==> src/rtl/text_console_glyph_renderer_unit_assert.svh <==
// Assertion macros for the text console glyph renderer.
// Used by the top level; expects signals clk and arst_n in scope.
`ifndef TEXT_CONSOLE_GLYPH_RENDERER_UNIT_ASSERT_SVH
`define TEXT_CONSOLE_GLYPH_RENDERER_UNIT_ASSERT_SVH

// Same-cycle implication.
`define TCGR_ASSERT_IMP(lbl, ante, cons) \
	lbl: assert property (@(posedge clk) disable iff (!arst_n) (ante) |-> (cons)) \
		else $error("tcgr: same-cycle check failed");

// Next-cycle implication.
`define TCGR_ASSERT_NXT(lbl, ante, cons) \
	lbl: assert property (@(posedge clk) disable iff (!arst_n) (ante) |=> (cons)) \
		else $error("tcgr: next-cycle check failed");

`endif

==> src/rtl/tcgr_pkg.sv <==
// Shared types and constants of the text console glyph renderer.
// No dependencies.
package tcgr_pkg;

	localparam int POS_W   = 11;  // cursor coordinate width
	localparam int ROW_W   = 4;   // glyph row index width
	localparam int ROW_MAX = 16;  // rows per glyph in the store
	localparam int ADDR_W  = 32;
	localparam int COLOR_W = 16;
	localparam int CHAR_W  = 8;
	localparam int PIX_N   = 8;

	localparam logic CMD_LOAD  = 1'b0;
	localparam logic CMD_PRINT = 1'b1;

	localparam logic [CHAR_W-1:0] CH_NUL      = 8'h00;
	localparam logic [CHAR_W-1:0] CH_BS       = 8'h08;
	localparam logic [CHAR_W-1:0] CH_TAB      = 8'h09;
	localparam logic [CHAR_W-1:0] CH_LF       = 8'h0A;
	localparam logic [CHAR_W-1:0] CH_CR       = 8'h0D;
	localparam logic [CHAR_W-1:0] CH_CTRL_MAX = 8'h1F;
	localparam logic [CHAR_W-1:0] CH_DEL      = 8'h7F;

	localparam logic [1:0] REG_FRAME_BASE = 2'd0;
	localparam logic [1:0] REG_BG_COLOR   = 2'd1;
	localparam logic [1:0] REG_INK_COLOR  = 2'd2;

	typedef enum logic [2:0] {
		CUR_NONE,
		CUR_ADVANCE,
		CUR_BACK,
		CUR_NEWLINE,
		CUR_CR
	} cur_op_t;

	typedef struct packed {
		logic mul;   // latch row * width
		logic base;  // addr = frame_base + 2*(col + product)
		logic step;  // addr += 2*width
	} addr_ctl_t;

	typedef enum logic [2:0] {
		ST_IDLE,
		ST_PREP,
		ST_BASE,
		ST_ROWS,
		ST_BACK
	} st_t;

endpackage

==> src/rtl/tcgr_addr_unit.sv <==
// Framebuffer address unit: one multiply for the row offset, then one shared
// adder forms the glyph base address and steps it one scan line per row.
// Depends on tcgr_pkg.
module tcgr_addr_unit import tcgr_pkg::*; #(
	parameter int SCREEN_WIDTH = 1680
) (
	input  logic              clk,
	input  addr_ctl_t         ctl,
	input  logic [ADDR_W-1:0] frame_base,
	input  logic [POS_W-1:0]  col,
	input  logic [POS_W-1:0]  row,
	output logic [ADDR_W-1:0] addr
);

	localparam int PROD_W = POS_W + $clog2(SCREEN_WIDTH + 1);
	localparam logic [ADDR_W-1:0] LINE_STEP = ADDR_W'(2 * SCREEN_WIDTH);

	logic [PROD_W-1:0] prod_q;
	logic [ADDR_W-1:0] addr_q, pix_off, op_a, op_b;

	always_comb begin
		pix_off = ADDR_W'(col) + ADDR_W'(prod_q);
		op_a    = ctl.base ? frame_base : addr_q;
		op_b    = ctl.base ? {pix_off[ADDR_W-2:0], 1'b0} : LINE_STEP;
	end

	always_ff @(posedge clk) begin
		if (ctl.mul) begin
			prod_q <= PROD_W'(row) * PROD_W'(SCREEN_WIDTH);
		end
		if (ctl.base || ctl.step) begin
			addr_q <= op_a + op_b;
		end
	end

	assign addr = addr_q;

endmodule

==> config.mk <==
export PLATFORM = sky130hd
export DESIGN_NAME = tcgr_addr_unit
export DESIGN_NICKNAME = d
export VERILOG_FILES = /design/src/rtl/text_console_glyph_renderer_unit_assert.svh /design/src/rtl/tcgr_pkg.sv /design/src/rtl/tcgr_addr_unit.sv
export SDC_FILE = /design/constraint.sdc
export NUM_CORES = 1
export LEC_CHECK = 0
export ABC_AREA = 1
export BUFFER_PORTS_ARGS = -buffer_cell sky130_fd_sc_hd__buf_2
export CAP_MARGIN = 20
export CORE_MARGIN = 2
export CORE_UTILIZATION = 43
export CTS_CLUSTER_DIAMETER = 50
export DETAILED_ROUTE_END_ITERATION = 10
export GPL_ROUTABILITY_DRIVEN = 0
export GPL_TIMING_DRIVEN = 0
export HOLD_SLACK_MARGIN = 0.03
export PLACE_DENSITY = 0.72
export SYNTH_ARGS = -nofsm -noshare
export SYNTH_HDL_FRONTEND = slang
export SYNTH_SLANG_ARGS = --single-unit
==> constraint.sdc <==
create_clock -name clk -period 4.5 [get_ports clk]
set_input_delay 0.225 -clock clk [delete_from_list [all_inputs] [get_ports clk]]
set_output_delay 0.225 -clock clk [all_outputs]
set_load 0.02 [all_outputs]
==> key figures <==
Layout
  • Share of cells above drive strength 1: 0.128
  • Layout Nets: 1178
  • Reg area: 1500 µm²
  • Commonest non-fill, non-tap cell in the layout: nand2_1
  • Fillcell total: 1446
  • Footprint of the multi-input gates: 4040 µm²
  • Diodes inserted: 0
  • Commonest cells after routing, fill and taps aside: nand2_1, inv_1, buf_2, ha_1, nor2_1
  • Layout area overhead: 13.4%

Global route
  • Grt ovf: 0
  • Initial antenna violation count: 0
  • Total GRT Usage: 0.202
  • First-pass GRT wire length: 26000 µm
  • Largest net degree at the start of global routing: 32
  • Vias in the first global route: 5721

Setup path
  • Buf/Inv on CP: 0
  • Critical path startpoint category: flop
  • Critical path's largest stage delay: 0.40 ns
  • Crit path DAT: 3.47 ns
  • Crit path max fanout: 5
  • Critical path class: flop to flop
  • Cell mode on critical path: nand2_1
  • CP required: 4.56 ns
  • Slowest cell on crit path: fa_1
  • Critical Path End Type: flop
  • Crit-path leading delay family: simple AND/OR/NAND/NOR gates
  • Critical-path cell list: ha_1, fa_1, nand2_1, nand2_1, nand4_1, o21ai_2, xnor2_1, nor2_1, ha_1, nand2_1, nor2_1, and3_1, nand2_1, nand2_1, nand2_1, nand3_1, nand2_1

STA
  • Crit path time final: 3.41 ns
  • Final setup fails: 0
  • Clock Skews: 0.0133 ns
  • Endpoints failing hold: 0
  • Final Max Tran Viols: 0
  • Worst-Margin Slew: 0.884 ns
  • TNS Setup: 0 ns
  • Hold_ws: 0.107 ns
  • RSZ-0062 raised after global routing: no
  • Max Freq: 293 MHz
  • Max_slew headroom: 0.410
  • Period utilization: 0.758

Route
  • Vias per cell: 4.82
  • Total Wirelength: 15100 µm
  • Wirelength per Cell: 12.5 µm
  • Post-route antenna net violation count: 0
  • Initial drt markers: 289
  • Drt drc: 0
  • Pre-Repair DR Iteration Count: 5
  • Via Count: 5842

Die
  • Die area: 15500 µm²
  • Row cnt: 44
  • I/O pin count: 90
  • Initial core utilization: 0.436
  • Core outline area: 14400 µm²
  • Die Span Y: 125 µm
  • Chip Width: 125 µm

Clock tree
  • CTS Buffer Depth: 2
  • TritonCTS clock tree: done
  • CTS Sinks: 50
  • Post-CTS Hold Fix Bufs: 0
  • Root Buffer: clkbuf_16
  • Post-CTS Setup Bufs: 0
  • PostCTS Resize Cnt: 0
  • CTS buffer count: 5
  • H-tree lvl count: 2
  • Clock Latency Late Sink: 0.30 ns
  • Clk pin slew, worst setup/hold paths: 0.07 ns

Synth
  • Ys Warns: 0
  • Syn Nets: 1082
  • Cell area after synthesis: 6260 µm²
  • Netlist cell types: 35
  • Mapped Cells: 931
  • Sequential-to-total area share from yosys stat: 0.240
  • Flops & latches, synth: 50
  • Synthesized area per cell: 6.72 µm²

Place
  • Port-buffer cells: 89
  • Detail Placement HPWL: 12600 µm

Power
  • Pwr Density: 451 nW/µm²
  • Lkg Pwr: 4.09 nW
  • Peak VDD IR: 222 µV

Status
  • Outcome: finished, final reports clean

Job
  • Max-Cap Viols: 0

Hold path
  • Hold Crit Class: input port to flop
[flip-flops by register name, summed over array words and instances, names as in the netlist]
| name | flops |
|---|---|
| prod_q | 18 |
| addr | 32 |
[where the power goes]
group	switching, W	internal [W]
logic	0.00123	0.000660
clock network	0.000183	0.000261
registers	0.0000995	0.000767
[synth_stat cells]
master	n	area, µm²
a21oi_1	34	170
o21ai_2	2	17.5
buf_6	3	33.8
nand3b_1	3	22.5
a21boi_0	1	7.51
and3_1	2	12.5
nor2_2	4	25.0
nand2_2	8	50.1
nand3_2	2	20.0
nor3b_1	1	7.51
nand3_1	46	230
nor3_2	2	20.0
edfxtp_1	50	1500
or2_2	5	31.3
or2_1	1	6.26
fa_1	14	280
ha_1	79	988
nor2_8	1	20.0
xnor2_1	7	61.3
inv_1	172	646
clkbuf_1	7	26.3
nand2_1	343	1290
a21o_1	2	15.0
nor2_1	72	270
xor2_1	25	219
nand2_4	5	56.3
o21a_1	3	22.5
o21ai_0	11	55.1
a21oi_2	1	8.76
inv_2	1	3.75
and2_1	2	12.5
nand4_1	10	62.6
buf_2	1	5.00
nor3_1	8	40.0
o21bai_1	3	22.5
[cell families (layout without fill, tap and decap cells)]
kind of cell / count (synthesis) / after routing / share of synthesized area
AOI/OAI and AO/OA: 57 / 57 / 0.0510
xor gates and xnor gates: 32 / 32 / 0.0448
adders and majority gates: 93 / 93 / 0.203
buffers and inverters: 184 / 281 / 0.114
DFF: 50 / 50 / 0.240
and+or+nand+nor: 515 / 515 / 0.347
[worst register-to-register path: cells and delay by family (launching register included)]
| family | cells | cell delay, ns |
|---|---|---|
| compound gates | 1 | 0.12 |
| xor+xnor | 1 | 0.17 |
| fa+ha+maj | 3 | 1.06 |
| flops | 1 | 0.39 |
| simple gates | 12 | 1.43 |
[per-layer routing]
metal,vias up,routed length [µm],track usage
met4,0,280,0.0542
met3,17,621,0.0258
met2,121,7560,0.381
li1,3085,-,-
met1,2619,6630,0.241
met5,-,0,0
[final timing paths]
| check | startpoint | to | slack (ns) | cells after the start |
|---|---|---|---|---|
| worst min-delay path | frame_base[0] | addr[0] | 0.11 | 1 |
| worst max register to register | prod_q[4] | addr[30] | 1.09 | 17 |
| worst max-delay path | prod_q[4] | addr[30] | 1.09 | 17 |
| worst min register to register | addr[1] | addr[1] | 0.65 | 3 |
[area by class of cell]
type	instances	share of cell area
Buffer	11	0.00916
Clock buffer	5	0.0176
Clock inverter	3	0.00564
Inverter	173	0.0915
Multi-Input combinational cell	697	0.569
Sequential cell	50	0.211
Tap cell	184	0.0324
Timing Repair Buffer	89	0.0627
[through the flow]
stage / util / total power [W] / cell area, µm² / setup WS (ns) / instances
floorplan: - / 0.00226 / 6260 / 1.32 / 931
global placement: 0.483 / 0.00273 / 6930 / 0.953 / 1204
detailed placement: 0.483 / 0.00275 / 6930 / 0.880 / 1204
CTS: 0.494 / 0.00321 / 7100 / 1.10 / 1212
global route: 0.494 / 0.00351 / 7100 / 0.741 / 1212
finish: 0.494 / 0.00320 / 7100 / 1.09 / 1212
Power figures use the tool's default switching activity.
