`src/rtl/text_console_glyph_renderer_unit_assert.svh`:
```
// Assertion macros for the text console glyph renderer.
// Used by the top level; expects signals clk and arst_n in scope.
`ifndef TEXT_CONSOLE_GLYPH_RENDERER_UNIT_ASSERT_SVH
`define TEXT_CONSOLE_GLYPH_RENDERER_UNIT_ASSERT_SVH

// Same-cycle implication.
`define TCGR_ASSERT_IMP(lbl, ante, cons) \
	lbl: assert property (@(posedge clk) disable iff (!arst_n) (ante) |-> (cons)) \
		else $error("tcgr: same-cycle check failed");

// Next-cycle implication.
`define TCGR_ASSERT_NXT(lbl, ante, cons) \
	lbl: assert property (@(posedge clk) disable iff (!arst_n) (ante) |=> (cons)) \
		else $error("tcgr: next-cycle check failed");

`endif

```
`src/rtl/tcgr_pkg.sv`:
```
// Shared types and constants of the text console glyph renderer.
// No dependencies.
package tcgr_pkg;

	localparam int POS_W   = 11;  // cursor coordinate width
	localparam int ROW_W   = 4;   // glyph row index width
	localparam int ROW_MAX = 16;  // rows per glyph in the store
	localparam int ADDR_W  = 32;
	localparam int COLOR_W = 16;
	localparam int CHAR_W  = 8;
	localparam int PIX_N   = 8;

	localparam logic CMD_LOAD  = 1'b0;
	localparam logic CMD_PRINT = 1'b1;

	localparam logic [CHAR_W-1:0] CH_NUL      = 8'h00;
	localparam logic [CHAR_W-1:0] CH_BS       = 8'h08;
	localparam logic [CHAR_W-1:0] CH_TAB      = 8'h09;
	localparam logic [CHAR_W-1:0] CH_LF       = 8'h0A;
	localparam logic [CHAR_W-1:0] CH_CR       = 8'h0D;
	localparam logic [CHAR_W-1:0] CH_CTRL_MAX = 8'h1F;
	localparam logic [CHAR_W-1:0] CH_DEL      = 8'h7F;

	localparam logic [1:0] REG_FRAME_BASE = 2'd0;
	localparam logic [1:0] REG_BG_COLOR   = 2'd1;
	localparam logic [1:0] REG_INK_COLOR  = 2'd2;

	typedef enum logic [2:0] {
		CUR_NONE,
		CUR_ADVANCE,
		CUR_BACK,
		CUR_NEWLINE,
		CUR_CR
	} cur_op_t;

	typedef struct packed {
		logic mul;   // latch row * width
		logic base;  // addr = frame_base + 2*(col + product)
		logic step;  // addr += 2*width
	} addr_ctl_t;

	typedef enum logic [2:0] {
		ST_IDLE,
		ST_PREP,
		ST_BASE,
		ST_ROWS,
		ST_BACK
	} st_t;

endpackage

```
`src/rtl/tcgr_cursor.sv`:
```
// Pixel cursor of the console: advance, step back, newline, carriage return.
// Depends on tcgr_pkg.
module tcgr_cursor import tcgr_pkg::*; #(
	parameter int SCREEN_WIDTH  = 1680,
	parameter int SCREEN_HEIGHT = 1050,
	parameter int GLYPH_HEIGHT  = 16
) (
	input  logic             clk,
	input  logic             arst_n,
	input  cur_op_t          op,
	output logic [POS_W-1:0] col,
	output logic [POS_W-1:0] row
);

	localparam int TEXT_ROWS = (SCREEN_HEIGHT / GLYPH_HEIGHT == 0) ? 1
		: SCREEN_HEIGHT / GLYPH_HEIGHT;
	localparam logic [POS_W:0]   LAST_ROW = (POS_W+1)'((TEXT_ROWS - 1) * GLYPH_HEIGHT);
	localparam logic [POS_W:0]   GH       = (POS_W+1)'(GLYPH_HEIGHT);
	localparam logic [POS_W+1:0] WIDTH    = (POS_W+2)'(SCREEN_WIDTH);

	logic [POS_W-1:0] col_q, row_q, col_d, row_d;
	logic [POS_W:0]   row_next, row_prev;
	logic [POS_W+1:0] col_adv, col_back;

	always_comb begin
		row_next = {1'b0, row_q} + GH;
		if (row_next > LAST_ROW) begin
			row_next = '0;
		end
		row_prev = ({1'b0, row_q} < GH) ? LAST_ROW : ({1'b0, row_q} - GH);
		col_adv  = {2'b00, col_q} + (POS_W+2)'(8);
		col_back = (col_q < POS_W'(8)) ? (WIDTH - (POS_W+2)'(8))
			: ({2'b00, col_q} - (POS_W+2)'(8));

		col_d = col_q;
		row_d = row_q;
		unique case (op)
			CUR_ADVANCE: begin
				if (col_adv + (POS_W+2)'(8) >= WIDTH) begin
					col_d = '0;
					row_d = row_next[POS_W-1:0];
				end else begin
					col_d = col_adv[POS_W-1:0];
				end
			end
			CUR_BACK: begin
				col_d = col_back[POS_W-1:0];
				if (col_q < POS_W'(8)) begin
					row_d = row_prev[POS_W-1:0];
				end
			end
			CUR_NEWLINE: begin
				col_d = '0;
				row_d = row_next[POS_W-1:0];
			end
			CUR_CR: begin
				col_d = '0;
			end
			default: begin
			end
		endcase
	end

	always_ff @(posedge clk or negedge arst_n) begin
		if (!arst_n) begin
			col_q <= '0;
			row_q <= '0;
		end else begin
			col_q <= col_d;
			row_q <= row_d;
		end
	end

	assign col = col_q;
	assign row = row_q;

endmodule

```
`config.mk`:
```
export PLATFORM = sky130hd
export DESIGN_NAME = tcgr_cursor
export DESIGN_NICKNAME = d
export VERILOG_FILES = /design/src/rtl/text_console_glyph_renderer_unit_assert.svh /design/src/rtl/tcgr_pkg.sv /design/src/rtl/tcgr_cursor.sv
export SDC_FILE = /design/constraint.sdc
export NUM_CORES = 1
export LEC_CHECK = 0
export ABC_AREA = 1
export BUFFER_PORTS_ARGS = -buffer_cell sky130_fd_sc_hd__buf_2
export CAP_MARGIN = 25
export CORE_ASPECT_RATIO = 0.5
export CORE_MARGIN = 1
export CORE_UTILIZATION = 53
export DETAILED_ROUTE_END_ITERATION = 12
export PLACE_DENSITY = 0.75
export SETUP_SLACK_MARGIN = 0.1
export SYNTH_ARGS = -nofsm -noshare
export SYNTH_HDL_FRONTEND = slang
export SYNTH_SLANG_ARGS = --single-unit
```
`constraint.sdc`:
```
create_clock -name clk -period 2.4 [get_ports clk]
set_clock_uncertainty 0.2 [all_clocks]
set_input_delay 0.36 -clock clk [delete_from_list [all_inputs] [get_ports clk]]
set_output_delay 0.36 -clock clk [all_outputs]
set_load 0.005 [all_outputs]
```
==> out/metrics.yaml <==
finalCritPeriodShare: 0.956
area.growth.synth_to_final_pct: 21.2
die_x_um: 82.9
die_area_um2: 3520
worst_setup_hold_path_clk_slew_ns: 0.06
rsz0062_at_grt: "yes"
crit_path_frequent_cell: "sky130_fd_sc_hd__nand2_1"
p_int_mw: 1.08
first_global_vias: 1626
placement_row_count: 14
totalNegativeSetupSlack_ns: 0
drive_above_1_share: 0.283
comb_power_share: 0.655
count_of_input_and_output_buffers: 19
util_after_layout: 0.689
startpoint: "col[3]"
gp_congestion: 0.896
vdd.ir_drop.worst_mv: 0.566
first_pass_iters: 5
io-pin-count: 27
report.final.setup_viol: 0
seqPwrFrac: 0.249
die_h_um: 42.4
switching_share: 0.512
placeableCoreArea_um2: 3050
r2r_start: "col[3]"
timing.hold.worst.class: "in -> async"
grt_pass1_wl_mm: 7.03
synth.top_cells.by_count: "sky130_fd_sc_hd__nand2_1, sky130_fd_sc_hd__nor2_1, sky130_fd_sc_hd__nand3_1, sky130_fd_sc_hd__inv_1, sky130_fd_sc_hd__dfrtp_1"
initial_utilization: 0.569
post-dp-hpwl_mm: 3.08
num_vias: 1865
critical_path_peak_fanout: 8
final_area_um2: 2100
timing.critical_path.to_type: "flop"
dr.first_iter.drc_count: 135
synthDistinctLibCells: 31
finish.net_count: 326
yosys.area.top_type: "sky130_fd_sc_hd__dfrtp_1"
globalRouteOverflowTotal: 0
clkLatencyLatePin_ns: 0.25
timing.fmax_mhz: 436
synthFlopType: "sky130_fd_sc_hd__dfrtp_1"
postSynthCellCount: 276
cts_tree: "yes"
async_reset_ff_frac: 1.00
run_status: "completed"
synth_edf_count: 0
post_synth_instance_area_um2: 1730
crit_buf_inv: 2
power.static_leakage_nw: 1.06
clock_tree.buffer_depth: 2
synth_seq_cells: 15
switchingPower_mw: 1.13
area_contributors_post_synth: "sky130_fd_sc_hd__dfrtp_1, sky130_fd_sc_hd__nand2_1, sky130_fd_sc_hd__nand3_1"
cellPowerDensity_nw_per_um2: 1050
largest_net_degree_at_the_start_of_global_routing: 16
antenna_violating_nets_post_route: 0
hold_viol: 0
numCtsBuffers: 3
wirelength_mm: 4.32
clock_power_share: 0.096
crit_slowest_cell: "sky130_fd_sc_hd__dfrtp_2"
initial_antenna_violation_count: 0
cp_data_required_time_ns: 2.35
criticalPathCategory: "reg -> reg"
placedInstanceArea_um2: 1870
drc_errors_left: 0
post_drt_wl_per_cell_um: 12.3
cts_max_level: 1
cp_data_arrival_time_ns: 2.24
crit_path_start_kind: "flop"
critPathMaxStageDelay_ns: 0.44
max_cap_violations: 0
antenna_cells_inserted: 0
track_usage: 0.244
crit_path_cell_trace: "inv_4, ha_4, inv_2, nor2_4, nand3_2, nor2_4, nand2_2, nand2_1, nand2_1, a21oi_2, nand2_4, nand3_4, nand2_4, nand2_2, nand2_1"
final_max_slew_viol_count: 0
yosysMostFrequentCell: "sky130_fd_sc_hd__nand2_1"
final_period_minus_worst_setup_slack_ns: 2.29
portion_of_the_post_synthesis_area_used_by_sequential_elements: 0.217
via_per_inst: 5.31
post_synthesis_area_per_instance_um2: 6.28
buffer_cell_driving_the_clock_tree_root: "sky130_fd_sc_hd__clkbuf_8"
timing.critical_path.max_delay_family: "simple AND/OR/NAND/NOR gates"
yosys_warnings: 0
synthDominantCellAreaShare: 0.217
cts.sinks: 15
-- worst paths after layout --
path / to / slack [ns] / cells after the start
worst max register to register: row[5] / 0.11 / 15
worst max-delay path: row[5] / 0.11 / 15
worst min-delay path: col[9] / 0.34 / 2
max in group asynchronous: col[6] / 1.39 / 2
min in group clk: row[10] / 0.36 / 2
worst min register to register: row[10] / 0.36 / 2
-- power groups by stage --
stage	logic (mW)	registers, mW	clock network [mW]
floorplan	0.951	0.474	0
global placement	1.20	0.524	0
detailed placement	1.24	0.530	0
CTS	1.26	0.525	0.213
global route	1.62	0.574	0.226
finish	1.45	0.552	0.213
-- routing by layer --
layer | vias up | part of all wire | global-route usage
met1 | 858 | 0.47 | 0.331
li1 | 939 | - | -
met5 | - | 0 | 0
met4 | 0 | 0.0088 | 0.0690
met2 | 63 | 0.47 | 0.423
met3 | 5 | 0.048 | 0.0177
-- cells by family (layout without fill, tap and decap cells) --
| family | Yosys count | after routing | share of synthesized area |
|---|---|---|---|
| other | 1 | 7 | 0.00216 |
| AOI/OAI and AO/OA | 30 | 30 | 0.0982 |
| buffers and inverters | 48 | 77 | 0.129 |
| adders and majority gates | 9 | 9 | 0.0650 |
| DFF | 15 | 15 | 0.217 |
| and+or+nand+nor | 159 | 159 | 0.414 |
| xor gates and xnor gates | 14 | 14 | 0.0751 |
-- repair_timing --
action                     CTS  global route
setup endpoints to repair    8            13
gates resized for setup      1            33
hold endpoints to repair    15             0
setup buffers                1             8
hold buffers                 1             0
pin swaps                    0            12
-- stage by stage --
| stage | worst slack [ns] | power [mW] | hold WS, ns | cells |
|---|---|---|---|---|
| 2_1_floorplan | 0.105 | 1.43 | -0.136 | 282 |
| 3_3_place_gp | 0.126 | 1.73 | 0.0794 | 337 |
| 3_5_place_dp | 0.0173 | 1.77 | 0.0834 | 337 |
| 4_1_cts | 0.102 | 2.00 | 0.351 | 343 |
| 5_1_grt | -0.0316 | 2.42 | 0.395 | 351 |
| 6_report | 0.106 | 2.21 | 0.337 | 351 |
-- layout by cell type (no fill, tap or decap) --
master                          instances
sky130_fd_sc_hd__a211oi_1               1
sky130_fd_sc_hd__a21oi_1               14
sky130_fd_sc_hd__a21oi_2                1
sky130_fd_sc_hd__buf_2                 20
sky130_fd_sc_hd__buf_4                 16
sky130_fd_sc_hd__clkbuf_8               3
sky130_fd_sc_hd__clkinv_1               3
sky130_fd_sc_hd__clkinv_2               1
sky130_fd_sc_hd__conb_1                 7
sky130_fd_sc_hd__dfrtp_1               11
sky130_fd_sc_hd__dfrtp_2                4
sky130_fd_sc_hd__dlygate4sd3_1          1
sky130_fd_sc_hd__ha_1                   6
sky130_fd_sc_hd__ha_2                   1
sky130_fd_sc_hd__ha_4                   2
sky130_fd_sc_hd__inv_1                 25
sky130_fd_sc_hd__inv_2                  7
sky130_fd_sc_hd__inv_4                  1
sky130_fd_sc_hd__nand2_1               59
sky130_fd_sc_hd__nand2_2               12
sky130_fd_sc_hd__nand2_4                2
sky130_fd_sc_hd__nand3_1               30
sky130_fd_sc_hd__nand3_2                6
sky130_fd_sc_hd__nand3_4                1
sky130_fd_sc_hd__nand4_1                4
sky130_fd_sc_hd__nor2_1                35
sky130_fd_sc_hd__nor2_2                 3
sky130_fd_sc_hd__nor2_4                 4
sky130_fd_sc_hd__nor3_1                 3
sky130_fd_sc_hd__o21ai_0                9
sky130_fd_sc_hd__o21ai_2                2
sky130_fd_sc_hd__o21bai_1               1
sky130_fd_sc_hd__o22ai_2                1
sky130_fd_sc_hd__o31ai_1                1
sky130_fd_sc_hd__xnor2_1                1
sky130_fd_sc_hd__xor2_1                12
sky130_fd_sc_hd__xor2_2                 1
-- final cells by class --
cell class / count / area, um^2
tap: 40 / 50.0
multi-input combinational: 219 / 1250
clock inverter: 1 / 5.00
sequential: 15 / 380
timing repair buffer: 37 / 230
inverter: 36 / 138
fill: 271 / 948
clock buffer: 3 / 41.3
-- state kept, by name, indices dropped and copies added, names as in the netlist --
signal  count
col         8
row         7
-- worst reg2reg max path, stage by stage (launching register included) --
cell	delay, ns
sky130_fd_sc_hd__dfrtp_2	0.44
sky130_fd_sc_hd__inv_4	0.07
sky130_fd_sc_hd__ha_4	0.27
sky130_fd_sc_hd__inv_2	0.04
sky130_fd_sc_hd__nor2_4	0.10
sky130_fd_sc_hd__nand3_2	0.11
sky130_fd_sc_hd__nor2_4	0.14
sky130_fd_sc_hd__nand2_2	0.06
sky130_fd_sc_hd__nand2_1	0.05
sky130_fd_sc_hd__nand2_1	0.06
sky130_fd_sc_hd__a21oi_2	0.17
sky130_fd_sc_hd__nand2_4	0.10
sky130_fd_sc_hd__nand3_4	0.12
sky130_fd_sc_hd__nand2_4	0.10
sky130_fd_sc_hd__nand2_2	0.09
sky130_fd_sc_hd__nand2_1	0.05
No activity file was read; power rests on OpenSTA's default activity.
